## src/hdl/gwps_pkg.sv

```systemverilog
// Package for the grid word path search block.
// Holds the op codes, controller states, config indices, directions and the command/status structs.
package gwps_pkg;

  typedef enum logic [1:0] {
    OP_GRID   = 2'd0,
    OP_WORD   = 2'd1,
    OP_SEARCH = 2'd2,
    OP_NONE   = 2'd3
  } op_t;

  typedef enum logic [3:0] {
    ST_IDLE,
    ST_CLEAR,
    ST_START_RD,
    ST_START_CMP,
    ST_TOP,
    ST_NB_RD,
    ST_NB_CMP,
    ST_POP,
    ST_NEXT_START,
    ST_DONE
  } state_t;

  localparam logic [1:0] CFG_ROWS = 2'd0;
  localparam logic [1:0] CFG_COLS = 2'd1;
  localparam logic [1:0] CFG_WLEN = 2'd2;

  localparam int unsigned DIR_UP    = 0;
  localparam int unsigned DIR_LEFT  = 1;
  localparam int unsigned DIR_DOWN  = 2;
  localparam int unsigned DIR_RIGHT = 3;

  typedef struct packed {
    logic load;       // store the input beat
    logic init;       // reset search position and clear pointer
    logic clr_step;   // clear one visited mark
    logic rd_start;   // read grid at start cell and word[0]
    logic push_first; // push start cell
    logic nb_step;    // evaluate top frame direction, issue neighbour read
    logic push;       // push neighbour
    logic pop;        // pop top frame
    logic adv_start;  // move to the next start cell
    logic finish;     // drive the result strobe
    logic result;     // found value
  } ctl_t;

  typedef struct packed {
    logic len_zero;
    logic len_one;
    logic area_empty;
    logic clr_done;
    logic start_match;
    logic start_last;
    logic depth_zero;
    logic top_dir_done;
    logic nb_valid;
    logic nb_match;
    logic nb_last;
  } sts_t;

endpackage

```

## src/hdl/grid_word_path_search.sv

```systemverilog
// Top level of the grid word path search: controller plus datapath.
// Uses gwps_pkg, gwps_ctrl, gwps_datapath.
//
//  channel | signals                                   | handshake
//  input   | op cell_row cell_col word_pos char_value  | start && !busy
//  config  | cfg_index cfg_data                        | cfg_valid && cfg_ready
//  result  | found                                     | done, one cycle
//
// A grid or word write gives no beat. A search with an empty word or an empty area goes
// straight to the done state. Otherwise each start cell is read, compared and moved past,
// each neighbour tried passes the top, read and compare states, each pop the top and pop
// states, and the first matching start cell of a search adds the visited-mark clearing.
// The result beat comes in the cycle after the search ends; busy drops with it.
// Reset clears the configuration to one row, one column, one character; results never stall.
module grid_word_path_search #(
  parameter int MAX_ROWS = 8,
  parameter int MAX_COLS = 8,
  parameter int MAX_WORD = 16
) (
  input  logic       clk,
  input  logic       rst,
  input  logic       start,
  output logic       busy,
  input  logic [1:0] op,
  input  logic [2:0] cell_row,
  input  logic [2:0] cell_col,
  input  logic [3:0] word_pos,
  input  logic [7:0] char_value,
  input  logic       cfg_valid,
  output logic       cfg_ready,
  input  logic [1:0] cfg_index,
  input  logic [4:0] cfg_data,
  output logic       done,
  output logic       found
);
  import gwps_pkg::*;

  ctl_t ctl;
  sts_t sts;

  assign cfg_ready = 1'b1;

  gwps_ctrl u_ctrl (
    .clk(clk), .rst(rst), .start(start), .op(op), .sts(sts), .ctl(ctl),
    .busy(busy), .done(done)
  );

  gwps_datapath #(
    .MAX_ROWS(MAX_ROWS), .MAX_COLS(MAX_COLS), .MAX_WORD(MAX_WORD)
  ) u_dp (
    .clk(clk), .rst(rst), .ctl(ctl), .sts(sts),
    .cfg_valid(cfg_valid && cfg_ready), .cfg_index(cfg_index), .cfg_data(cfg_data),
    .op(op), .cell_row(cell_row), .cell_col(cell_col), .word_pos(word_pos),
    .char_value(char_value), .found(found)
  );
endmodule

```

## src/hdl/gwps_ram.sv

```systemverilog
// Generic single-port-write, single-port-read RAM with registered read.
// No dependencies.
module gwps_ram #(
  parameter int WIDTH = 8,
  parameter int DEPTH = 64
) (
  input  logic                     clk,
  input  logic                     we,
  input  logic [$clog2(DEPTH)-1:0] waddr,
  input  logic [WIDTH-1:0]         wdata,
  input  logic [$clog2(DEPTH)-1:0] raddr,
  output logic [WIDTH-1:0]         rdata
);
  logic [WIDTH-1:0] mem [DEPTH];

  always_ff @(posedge clk) begin
    if (we) begin
      mem[waddr] <= wdata;
    end
    rdata <= mem[raddr];
  end
endmodule

```

## src/hdl/gwps_datapath.sv

```systemverilog
// Datapath of the grid word path search: grid, word and visited memories,
// the path stack, the search position and the config registers. Uses gwps_pkg, gwps_ram.
module gwps_datapath #(
  parameter int MAX_ROWS = 8,
  parameter int MAX_COLS = 8,
  parameter int MAX_WORD = 16
) (
  input  logic              clk,
  input  logic              rst,
  input  gwps_pkg::ctl_t    ctl,
  output gwps_pkg::sts_t    sts,
  input  logic              cfg_valid,
  input  logic [1:0]        cfg_index,
  input  logic [4:0]        cfg_data,
  input  logic [1:0]        op,
  input  logic [2:0]        cell_row,
  input  logic [2:0]        cell_col,
  input  logic [3:0]        word_pos,
  input  logic [7:0]        char_value,
  output logic              found
);
  import gwps_pkg::*;

  localparam int RW = (MAX_ROWS > 1) ? $clog2(MAX_ROWS) : 1;
  localparam int CW = (MAX_COLS > 1) ? $clog2(MAX_COLS) : 1;
  localparam int NCELL = MAX_ROWS * MAX_COLS;
  localparam int AW = (NCELL > 1) ? $clog2(NCELL) : 1;
  localparam int WW = (MAX_WORD > 1) ? $clog2(MAX_WORD) : 1;
  localparam int DW = $clog2(MAX_WORD + 1);
  localparam int FW = RW + CW + 3;

  logic [3:0] rows_in_use;
  logic [3:0] cols_in_use;
  logic [4:0] word_length;

  always_ff @(posedge clk) begin
    if (rst) begin
      rows_in_use <= 4'd1;
      cols_in_use <= 4'd1;
      word_length <= 5'd1;
    end else if (cfg_valid) begin
      case (cfg_index)
        CFG_ROWS: rows_in_use <= cfg_data[3:0];
        CFG_COLS: cols_in_use <= cfg_data[3:0];
        CFG_WLEN: word_length <= cfg_data;
        default: ;
      endcase
    end
  end

  // Saturated dimensions.
  logic [6:0] nr;
  logic [6:0] nc;
  logic [6:0] len;
  assign nr  = (7'(rows_in_use) > 7'(MAX_ROWS)) ? 7'(MAX_ROWS) : 7'(rows_in_use);
  assign nc  = (7'(cols_in_use) > 7'(MAX_COLS)) ? 7'(MAX_COLS) : 7'(cols_in_use);
  assign len = (7'(word_length) > 7'(MAX_WORD)) ? 7'(MAX_WORD) : 7'(word_length);

  // Start position.
  logic [RW-1:0] sr;
  logic [CW-1:0] sc;
  logic [AW:0]   clr_cnt;

  // Stack: row, col, direction per frame.
  logic [FW-1:0] stk [MAX_WORD];
  logic [DW-1:0] depth;

  logic [FW-1:0] top;
  logic [RW-1:0] t_r;
  logic [CW-1:0] t_c;
  logic [2:0]    t_d;
  assign top = stk[WW'(depth - DW'(1))];
  assign t_r = top[FW-1 -: RW];
  assign t_c = top[CW+2 -: CW];
  assign t_d = top[2:0];

  // Neighbour of the top frame.
  logic          nb_ok;
  logic [RW-1:0] n_r;
  logic [CW-1:0] n_c;
  always_comb begin
    nb_ok = 1'b0;
    n_r = t_r;
    n_c = t_c;
    case (t_d[1:0])
      2'(DIR_UP): begin
        nb_ok = (t_r != '0);
        n_r = t_r - RW'(1);
      end
      2'(DIR_LEFT): begin
        nb_ok = (t_c != '0);
        n_c = t_c - CW'(1);
      end
      2'(DIR_DOWN): begin
        nb_ok = (7'(t_r) + 7'd1 < nr);
        n_r = t_r + RW'(1);
      end
      default: begin
        nb_ok = (7'(t_c) + 7'd1 < nc);
        n_c = t_c + CW'(1);
      end
    endcase
  end

  logic [RW-1:0] h_r;
  logic [CW-1:0] h_c;

  // Grid memory.
  logic          g_we;
  logic [AW-1:0] g_waddr;
  logic [AW-1:0] g_raddr;
  logic [7:0]    g_rdata;
  assign g_we = ctl.load && (op == OP_GRID) && (7'(cell_row) < 7'(MAX_ROWS))
                && (7'(cell_col) < 7'(MAX_COLS));
  assign g_waddr = AW'(32'(cell_row) * MAX_COLS + 32'(cell_col));
  assign g_raddr = ctl.rd_start ? AW'(32'(sr) * MAX_COLS + 32'(sc))
                                : AW'(32'(n_r) * MAX_COLS + 32'(n_c));

  gwps_ram #(.WIDTH(8), .DEPTH(NCELL)) u_grid (
    .clk(clk), .we(g_we), .waddr(g_waddr), .wdata(char_value),
    .raddr(g_raddr), .rdata(g_rdata)
  );

  // Word memory.
  logic          w_we;
  logic [WW-1:0] w_raddr;
  logic [7:0]    w_rdata;
  assign w_we = ctl.load && (op == OP_WORD) && (7'(word_pos) < 7'(MAX_WORD));
  assign w_raddr = ctl.rd_start ? '0 : WW'(depth);

  gwps_ram #(.WIDTH(8), .DEPTH(MAX_WORD)) u_word (
    .clk(clk), .we(w_we), .waddr(WW'(word_pos)), .wdata(char_value),
    .raddr(w_raddr), .rdata(w_rdata)
  );

  // Visited marks, one flag per cell, each read by address.
  logic [NCELL-1:0] visited;
  logic             vis_q;
  logic [AW-1:0]    pop_addr;
  assign pop_addr = AW'(32'(t_r) * MAX_COLS + 32'(t_c));

  always_ff @(posedge clk) begin
    if (rst) begin
      visited <= '0;
    end else if (ctl.clr_step) begin
      visited[AW'(clr_cnt)] <= 1'b0;
    end else if (ctl.push_first) begin
      visited[AW'(32'(sr) * MAX_COLS + 32'(sc))] <= 1'b1;
    end else if (ctl.push) begin
      visited[AW'(32'(h_r) * MAX_COLS + 32'(h_c))] <= 1'b1;
    end else if (ctl.pop) begin
      visited[pop_addr] <= 1'b0;
    end
  end

  always_ff @(posedge clk) begin
    if (ctl.nb_step) begin
      vis_q <= visited[g_raddr];
      h_r <= n_r;
      h_c <= n_c;
    end
  end

  always_ff @(posedge clk) begin
    if (rst) begin
      sr <= '0;
      sc <= '0;
      clr_cnt <= '0;
      depth <= '0;
    end else begin
      if (ctl.init) begin
        sr <= '0;
        sc <= '0;
        clr_cnt <= '0;
      end else if (ctl.adv_start) begin
        if (7'(sc) + 7'd1 >= nc) begin
          sc <= '0;
          sr <= sr + RW'(1);
        end else begin
          sc <= sc + CW'(1);
        end
      end
      if (ctl.clr_step) begin
        clr_cnt <= clr_cnt + (AW+1)'(1);
      end
      if (ctl.push_first) begin
        stk[0] <= {sr, sc, 3'd0};
        depth <= DW'(1);
      end else if (ctl.push) begin
        stk[WW'(depth)] <= {h_r, h_c, 3'd0};
        depth <= depth + DW'(1);
      end else if (ctl.pop) begin
        depth <= depth - DW'(1);
      end
      if (ctl.nb_step) begin
        stk[WW'(depth - DW'(1))] <= {t_r, t_c, t_d + 3'd1};
      end
      if (ctl.finish) begin
        depth <= '0;
      end
    end
  end

  logic nb_valid_q;
  always_ff @(posedge clk) begin
    if (ctl.nb_step) begin
      nb_valid_q <= nb_ok;
    end
  end

  always_ff @(posedge clk) begin
    if (rst) begin
      found <= 1'b0;
    end else if (ctl.finish) begin
      found <= ctl.result;
    end
  end

  assign sts.len_zero     = (len == 7'd0);
  assign sts.len_one      = (len == 7'd1);
  assign sts.area_empty   = (nr == 7'd0) || (nc == 7'd0);
  assign sts.clr_done     = (clr_cnt == (AW+1)'(NCELL));
  assign sts.start_match  = (g_rdata == w_rdata);
  assign sts.start_last   = (7'(sr) + 7'd1 >= nr) && (7'(sc) + 7'd1 >= nc);
  assign sts.depth_zero   = (depth == '0);
  assign sts.top_dir_done = t_d[2];
  assign sts.nb_valid     = nb_valid_q;
  assign sts.nb_match     = !vis_q && (g_rdata == w_rdata);
  assign sts.nb_last      = (7'(depth) + 7'd1 == len);

  property p_depth_bound;
    @(posedge clk) disable iff (rst) 7'(depth) <= len;
  endproperty
  a_depth_bound: assert property (p_depth_bound) else $error("stack depth beyond word");

  property p_push_grows;
    @(posedge clk) disable iff (rst) ctl.push |=> depth == $past(depth) + DW'(1);
  endproperty
  a_push_grows: assert property (p_push_grows) else $error("push did not grow stack");

  property p_no_pop_empty;
    @(posedge clk) disable iff (rst) ctl.pop |-> depth != '0;
  endproperty
  a_no_pop_empty: assert property (p_no_pop_empty) else $error("pop on empty stack");
endmodule

```

## src/hdl/gwps_ctrl.sv

```systemverilog
// Controller state machine of the grid word path search.
// Uses gwps_pkg; drives the datapath by command struct.
module gwps_ctrl (
  input  logic           clk,
  input  logic           rst,
  input  logic           start,
  input  logic [1:0]     op,
  input  gwps_pkg::sts_t sts,
  output gwps_pkg::ctl_t ctl,
  output logic           busy,
  output logic           done
);
  import gwps_pkg::*;

  state_t state;
  state_t state_next;
  logic   accept;
  assign accept = start && !busy;

  always_ff @(posedge clk) begin
    if (rst) begin
      state <= ST_IDLE;
    end else begin
      state <= state_next;
    end
  end

  always_comb begin
    state_next = state;
    case (state)
      ST_IDLE: begin
        if (accept && op == OP_SEARCH) begin
          if (sts.len_zero || sts.area_empty) begin
            state_next = ST_DONE;
          end else begin
            state_next = ST_START_RD;
          end
        end
      end
      ST_START_RD: state_next = ST_START_CMP;
      ST_START_CMP: begin
        if (!sts.start_match) begin
          state_next = ST_NEXT_START;
        end else if (sts.len_one) begin
          state_next = ST_IDLE;
        end else begin
          state_next = ST_CLEAR;
        end
      end
      ST_CLEAR: begin
        if (sts.clr_done) begin
          state_next = ST_TOP;
        end
      end
      ST_TOP: begin
        if (sts.depth_zero) begin
          state_next = ST_NEXT_START;
        end else if (sts.top_dir_done) begin
          state_next = ST_POP;
        end else begin
          state_next = ST_NB_RD;
        end
      end
      ST_NB_RD: state_next = ST_NB_CMP;
      ST_NB_CMP: begin
        if (sts.nb_valid && sts.nb_match && sts.nb_last) begin
          state_next = ST_IDLE;
        end else begin
          state_next = ST_TOP;
        end
      end
      ST_POP: state_next = ST_TOP;
      ST_NEXT_START: begin
        if (sts.start_last) begin
          state_next = ST_IDLE;
        end else begin
          state_next = ST_START_RD;
        end
      end
      ST_DONE: state_next = ST_IDLE;
      default: state_next = ST_IDLE;
    endcase
  end

  always_comb begin
    ctl = '0;
    busy = (state != ST_IDLE);
    case (state)
      ST_IDLE: begin
        ctl.load = accept;
        ctl.init = accept;
      end
      ST_START_RD: ctl.rd_start = 1'b1;
      ST_START_CMP: begin
        if (sts.start_match && sts.len_one) begin
          ctl.finish = 1'b1;
          ctl.result = 1'b1;
        end
      end
      ST_CLEAR: begin
        ctl.clr_step = !sts.clr_done;
        ctl.push_first = sts.clr_done;
      end
      ST_TOP: begin
        ctl.pop = !sts.depth_zero && sts.top_dir_done;
      end
      ST_NB_RD: ctl.nb_step = 1'b1;
      ST_NB_CMP: begin
        if (sts.nb_valid && sts.nb_match) begin
          if (sts.nb_last) begin
            ctl.finish = 1'b1;
            ctl.result = 1'b1;
          end else begin
            ctl.push = 1'b1;
          end
        end
      end
      ST_NEXT_START: begin
        ctl.adv_start = 1'b1;
        ctl.init = 1'b0;
        if (sts.start_last) begin
          ctl.finish = 1'b1;
        end
      end
      ST_DONE: begin
        ctl.finish = 1'b1;
        ctl.result = sts.len_zero;
      end
      default: ;
    endcase
  end

  always_ff @(posedge clk) begin
    if (rst) begin
      done <= 1'b0;
    end else begin
      done <= ctl.finish;
    end
  end

  property p_done_after_busy;
    @(posedge clk) disable iff (rst) done |-> $past(busy);
  endproperty
  a_done_after_busy: assert property (p_done_after_busy) else $error("result without search");

  property p_finish_ends;
    @(posedge clk) disable iff (rst) ctl.finish |=> state == ST_IDLE;
  endproperty
  a_finish_ends: assert property (p_finish_ends) else $error("search did not end");

  property p_one_cmd;
    @(posedge clk) disable iff (rst) $onehot0({ctl.push, ctl.pop, ctl.push_first});
  endproperty
  a_one_cmd: assert property (p_one_cmd) else $error("conflicting stack commands");
endmodule

```

## config.mk

```make
export PLATFORM = sky130hd
export DESIGN_NAME = grid_word_path_search
export DESIGN_NICKNAME = d
export VERILOG_FILES = /design/src/hdl/gwps_pkg.sv /design/src/hdl/grid_word_path_search.sv /design/src/hdl/gwps_ram.sv /design/src/hdl/gwps_datapath.sv /design/src/hdl/gwps_ctrl.sv
export SDC_FILE = /design/constraint.sdc
export NUM_CORES = 2
export LEC_CHECK = 0
export BUFFER_PORTS_ARGS = -buffer_cell sky130_fd_sc_hd__buf_2
export CAP_MARGIN = 20
export CORE_ASPECT_RATIO = 1.2
export CORE_MARGIN = 2
export CORE_UTILIZATION = 57
export CTS_CLUSTER_DIAMETER = 100
export DETAILED_ROUTE_END_ITERATION = 7
export HOLD_SLACK_MARGIN = 0.08
export PLACE_DENSITY = 0.7
export SLEW_MARGIN = 20
export SYNTH_ARGS = -nofsm -noshare
export SYNTH_HDL_FRONTEND = slang
export SYNTH_SLANG_ARGS = --single-unit
```

## constraint.sdc

```tcl
create_clock -name clk -period 7 [get_ports clk]
set_input_delay 0 -clock clk [delete_from_list [all_inputs] [get_ports clk]]
set_output_delay 0 -clock clk [all_outputs]
set_load 0.02 [all_outputs]
```

* Word-level counts from Yosys, hierarchy flattened
Memory sizes are Yosys's and may differ from the RTL's. A register that Yosys moved wholly into a read port is not among the register bits.
Cells that the tools add are included.
** Word-level totals
- Flip-flop bits (word level) :: 109
- Bits in latches :: 0
- Bits in writable memories :: 784
- Bits in read-only memories :: 0
- Output and inout port bits :: 4
- Memories :: 3
** Operators by class
- Add/sub/neg operators :: 20
- Multiply operators :: 0
- Div/mod/pow operators :: 0
- Magnitude comparators :: 16
- Equality and inequality tests :: 21
- Shift operators :: 0
- Mux-type cells :: 74
- Bitwise gates (word level) :: 6
- Reductions and logical operators :: 46
** Memories
- u_dp.u_grid.mem :: words 64, bits a word 8, read ports 1, clocked after memory_dff 1, wr ports 1, line gwps_ram.sv:14 : logic [WIDTH-1:0] mem [DEPTH];
- u_dp.stk :: words 16, bits a word 9, read ports 1, clocked after memory_dff 0, wr ports 1, line gwps_datapath.sv:65 : logic [FW-1:0] stk [MAX_WORD];
- u_dp.u_word.mem :: words 16, bits a word 8, read ports 1, clocked after memory_dff 1, wr ports 1, line gwps_ram.sv:14
** Operator list (number)
- two-way mux 64 bit :: 4
- AND 64 bit :: 2
- inverter 64 bit :: 2
- OR 64 bit :: 2
- two-way mux 4 bit :: 10
- one-hot mux 4 bit (9 select lines) :: 1
- < comparator 6 x 7 -> 1 bit, second input constant :: 5
- two-way mux 1 bit :: 34
- adder 6 x 3 -> 6 bit :: 5
- demux 1 bit (select 6 bit) :: 4
- >= comparator 6 x 1 -> 1 bit, second input constant :: 4
- zero test 7 bit :: 3
- two-way mux 9 bit :: 2
- OR reduction 9 bit :: 2
- adder 3 x 1 -> 4 bit, second input constant :: 4
- == test 4 x 3 -> 1 bit, second input constant :: 4
- adder 3 x 1 -> 3 bit, second input constant :: 5
- two-way mux 5 bit :: 3
- >= comparator 7 bit :: 2
- logical AND 1 bit :: 14
- < comparator 7 bit :: 2
- two-way mux 7 bit :: 2
- one-hot mux 3 bit (2 select lines) :: 2
- two-way mux 2 bit :: 5
- 33 further kinds :: 60

* Logic depth before layout (Yosys ltp)
- Word-level depth :: 13
- Gate-level depth with buffers :: 25
- Gate-level depth less buffers :: 17

* Modules after synthesis
From an unflattened synthesis, not the netlist that was laid out.
** Unflattened totals
- Cells, all modules :: 2951
- Area total of the unflattened synthesis :: 41453.5 sq um
** By module, submodules not included
- gwps_ram at u_dp.u_grid :: times used 1, cells an instance 940, area an instance 20166.8 sq um
- gwps_datapath :: times used 1, cells an instance 1715, area an instance 15643.8 sq um
- gwps_ram at u_dp.u_word :: times used 1, cells an instance 229, area an instance 5147.4 sq um
- gwps_ctrl :: times used 1, cells an instance 65, area an instance 484.2 sq um
- grid_word_path_search :: times used 1, cells an instance 2, area an instance 11.3 sq um

* Least setup slack after synthesis
No wires, ideal clock.
- Path type :: register to register
- Start point :: reg u_dp.depth[0]
- End point :: reg u_dp.u_grid.rdata[6], read port of u_dp.u_grid.mem
- Arrival :: 5882 ps
- Slack :: 1002 ps
- Stages on the path, launching flop included :: 24
- Period minus slack after synthesis :: 5998 ps
- Cells stage by stage :: dfxtp_1 buf_6 buf_6 buf_4 inv_1 clkbuf_1 ha_1 buf_4 clkbuf_1 mux4_2 mux4_2 inv_1 ha_1 inv_1 fa_1 or3b_2 mux2i_1 clkbuf_1 clkbuf_1 o32ai_1 mux2_2 a32oi_1 o2111ai_1 and4_1
** Between the ends
- Longest elaborated chain between the ends :: 7
** Ends and longest elaborated chain
- start, declared :: line gwps_datapath.sv:66 : logic [DW-1:0] depth;
- start signal, assigned :: line gwps_datapath.sv:191 : depth <= depth + DW'(1);
- start signal, assigned :: line gwps_datapath.sv:193 : depth <= depth - DW'(1);
- subtractor 5 x 1 -> 5 bit * :: line gwps_datapath.sv:72 : assign top = stk[WW'(depth - DW'(1))];
- memory read (16 x 9 bit) *
- parallel branches: the longest is 3 deep, another holds adder 3 x 1 -> 3 bit
- adder 6 x 3 -> 6 bit * :: line gwps_datapath.sv:117 : : AW'(32'(n_r) * MAX_COLS + 32'(n_c));
- two-way mux 6 bit * :: line gwps_datapath.sv:116 : assign g_raddr = ctl.rd_start ? AW'(32'(sr) * MAX_COLS + 32'(sc))
- end, declared :: line gwps_ram.sv:12 : output logic [WIDTH-1:0] rdata
Every way passes the cells marked *.
A chain may end at the register's enable or synchronous reset.

* Worst setup path after layout
- Start point :: reg u_dp.depth[0]
- End point :: reg u_dp.u_grid.rdata[4], read port of u_dp.u_grid.mem
The elaborated chain is that of the path after synthesis.

==> metrics.yaml <==
nFillCells: 4940
initial_core_util_pct: 57.69
relSlewSlack_pct: 17.04
yosys_warnings: 0
crit_fanout: 141
clock-sinks: 909
async_flop_share_pct: 0
ys_seq_area_share_pct: 64.80
dpl.hpwl_mm: 69.03
cp_slowest_cell: "xnor2_2"
cts_buffers: 90
clock-root-buffer: "clkbuf_16"
vdd_drop_max_mv: 0.2290
syn_inst: 2885
p_leak_nw: 14.60
p_switching_mw: 3.220
layout-drive-gt1-share_pct: 16.47
synth_top_area_cell: "edfxtp_1"
cts_setup_buffers: 0
die_x_um: 246.8
finalMaxSlewViolations: 0
grt_setup_unrepaired: "false"
cp.required_ps: 7570
synthMostInstantiatedCell: "edfxtp_1"
core_region_area_um2: 69890
end_kind: "flip-flop"
maxCapViolCount: 0
sw_frac_of_total_pct: 25.41
combPwrFrac_pct: 12.2
ctsResizeCount: 0
ys_top_cells_by_area: "edfxtp_1 (59%), mux4_2 (6.5%), dfxtp_1 (5.8%), a21oi_1 (3.5%), mux2i_1 (2.9%)"
drt_iter0_drc: 3341
cts_tree: "yes"
synth_area_um2: 40320
startpoint: "u_dp.depth[0]"
overflow: 0
power_mw: 12.68
fmax_ghz: 0.1516
post-route-period-util_pct: 94.21
nNetsFinal: 2985
routed_wl_mm: 112.4
grt_pass1_vias: 26440
port_buffers: 33
outcome: "completed"
slowest_delay_ps: 820
worstHoldPathType: "in -> reg"
vias: 26740
syn2layout_area_growth_pct: 11.55
worst_pin_slew_ps: 1235
cp-start-kind: "flip-flop"
viasPerCell: 6.836
ant_nets: 0
synth-edff-count: 792
clk_latency_ps: 680
clock_path_buffers: 3
final_util_pct: 64.35
crit_type: "reg -> reg"
hold_viol: 0
antenna_found_initial: 0
gp_congestion: 0.9546
io_pins: 35
clock_power_share_pct: 40.2
dieHeight_um: 295.3
dieArea_um2: 72890
hold_ws_ps: 52.73
drc_errors: 0
crit_chain: "inv_1, ha_1, xnor2_2, mux2i_1, nand4_1, mux2i_1, buf_4, inv_1, fa_1, or3b_2, mux2i_4, nor2_4, buf_12, mux4_2, a22oi_1, o2111ai_1, and4_1"
p_per_area_nw_per_um2: 281.8
tns_ps: 0
grt_max_degree: 142
wl_per_cell_um: 28.73
power.internal_mw: 9.455
synth_common_cells: "edfxtp_1 (792), a21oi_1 (282), nor2_1 (215)"
fin_skew_ps: 35.14
grt_pass1_wl_mm: 167.4
share_seq_of_total_power_pct: 47.6
min_period_ps: 6594
firstDrtPassIters: 8
row_count: 106
synth_top_area_share_pct: 58.99
syn_nets: 2948
synth-seq-cells: 909
yosysUniqueCellTypes: 87
avgSynthCellArea_um2: 13.98
grt_usage_pct: 31.03
reg2reg_from: "u_dp.depth[0]"
htree_levels: 3
path_clk_slew_ps: 70
setup_viol: 0
crit_arrival_ps: 7160
ys.flop_type: "edfxtp_1"
hold_start: "char_value[2]"
==> power by group through the flow <==
stage / logic, mW / registers, mW / clock network [mW]
after floorplan: 1.00 / 6.10 / 0
after global placement: 1.47 / 6.15 / 0
after detailed placement: 1.50 / 6.15 / 0
after CTS: 1.52 / 6.03 / 5.13
after global routing: 1.64 / 6.04 / 5.32
final: 1.55 / 6.03 / 5.09
==> cell usage in the layout, fill, tap and decap left out, types with 80 or more instances in the layout <==
| master | synthesis | layout |
|---|---|---|
| edfxtp_1 | 792 | 792 |
| a21oi_1 | 282 | 282 |
| nor2_1 | 215 | 212 |
| nand2_1 | 143 | 143 |
| mux4_2 | 116 | 116 |
| mux2i_1 | 116 | 115 |
| dfxtp_1 | 117 | 115 |
| o21ai_0 | 109 | 109 |
| clkbuf_16 | 0 | 90 |
| buf_4 | 21 | 80 |
==> worst max-delay path, delay by kind of cell (launching register included) <==
kind | cells | cell delay [ps]
xor+xnor | 1 | 820
fa+ha+maj | 2 | 850
mux | 4 | 1050
compound gates | 2 | 580
flops | 1 | 360
simple gates | 4 | 1570
buf+inv | 4 | 1110
==> kinds of logic after synthesis <==
family / after synthesis / share of synthesized area (%)
compound gates: 716 / 11.30
xor+xnor: 33 / 0.8006
fa+ha+maj: 32 / 1.030
buf+inv: 245 / 2.681
flops: 909 / 64.80
mux: 293 / 11.09
other cells: 1 / 0.009301
simple gates: 656 / 8.292
==> path summary, 6_finish.rpt <==
kind         cells after the start  slack, ps               endpoint
min reg2reg                      2        510        u_dp.clr_cnt[6]
min                              2         50  u_dp.u_grid.mem[2][2]
max                             17        410   u_dp.u_grid.rdata[4]
max reg2reg                     17        410   u_dp.u_grid.rdata[4]
==> layer usage <==
layer,global-route usage [%],wire (um),up-vias
li1,-,-,11440
met1,40.04,41880,13280
met2,50.92,54230,1674
met3,5.646,10370,353
met4,15.32,5905,0
met5,0,0,-
==> flip-flops by register name (all words and copies together) (netlist names), 4 cells and up <==
register and count:
u_dp.u_grid.mem 512, u_dp.stk 144, u_dp.u_word.mem 128, u_dp.depth 5, u_dp.clr_cnt 7, u_dp.rows_in_use 4
u_dp.u_word.rdata 8, u_dp.visited 64, u_dp.word_length 5, u_ctrl.state 4, u_dp.u_grid.rdata 8, u_dp.cols_in_use 4
==> per-stage QoR <==
step | cell area [um2] | instances | setup slack, ps
global placement | 41480 | 3719 | 591.0
detailed placement | 41520 | 3720 | 508.9
CTS | 44930 | 3911 | 486.6
floorplan | 40320 | 2885 | 1002
finish | 44980 | 3912 | 405.6
global route | 44970 | 3911 | 196.5
==> final cells by class <==
type | instances | area (um2) | share of cell area, %
repair buffers | 145 | 1111 | 2.470
diodes | 1 | 2.502 | 0.005564
clock buffers | 108 | 2370 | 5.269
clock inverters | 55 | 754.5 | 1.677
flip-flops and latches | 909 | 26130 | 58.10
inverters | 45 | 168.9 | 0.3756
multi-input cells | 1731 | 13290 | 29.55
well taps | 918 | 1149 | 2.554
==> what timing repair did <==
item                                    CTS  global route
hold buffers                             28             0
endpoints found under the setup margin    0             0
hold endpoints to repair                160             0
Note: power is estimated with default switching activity, not from simulation.
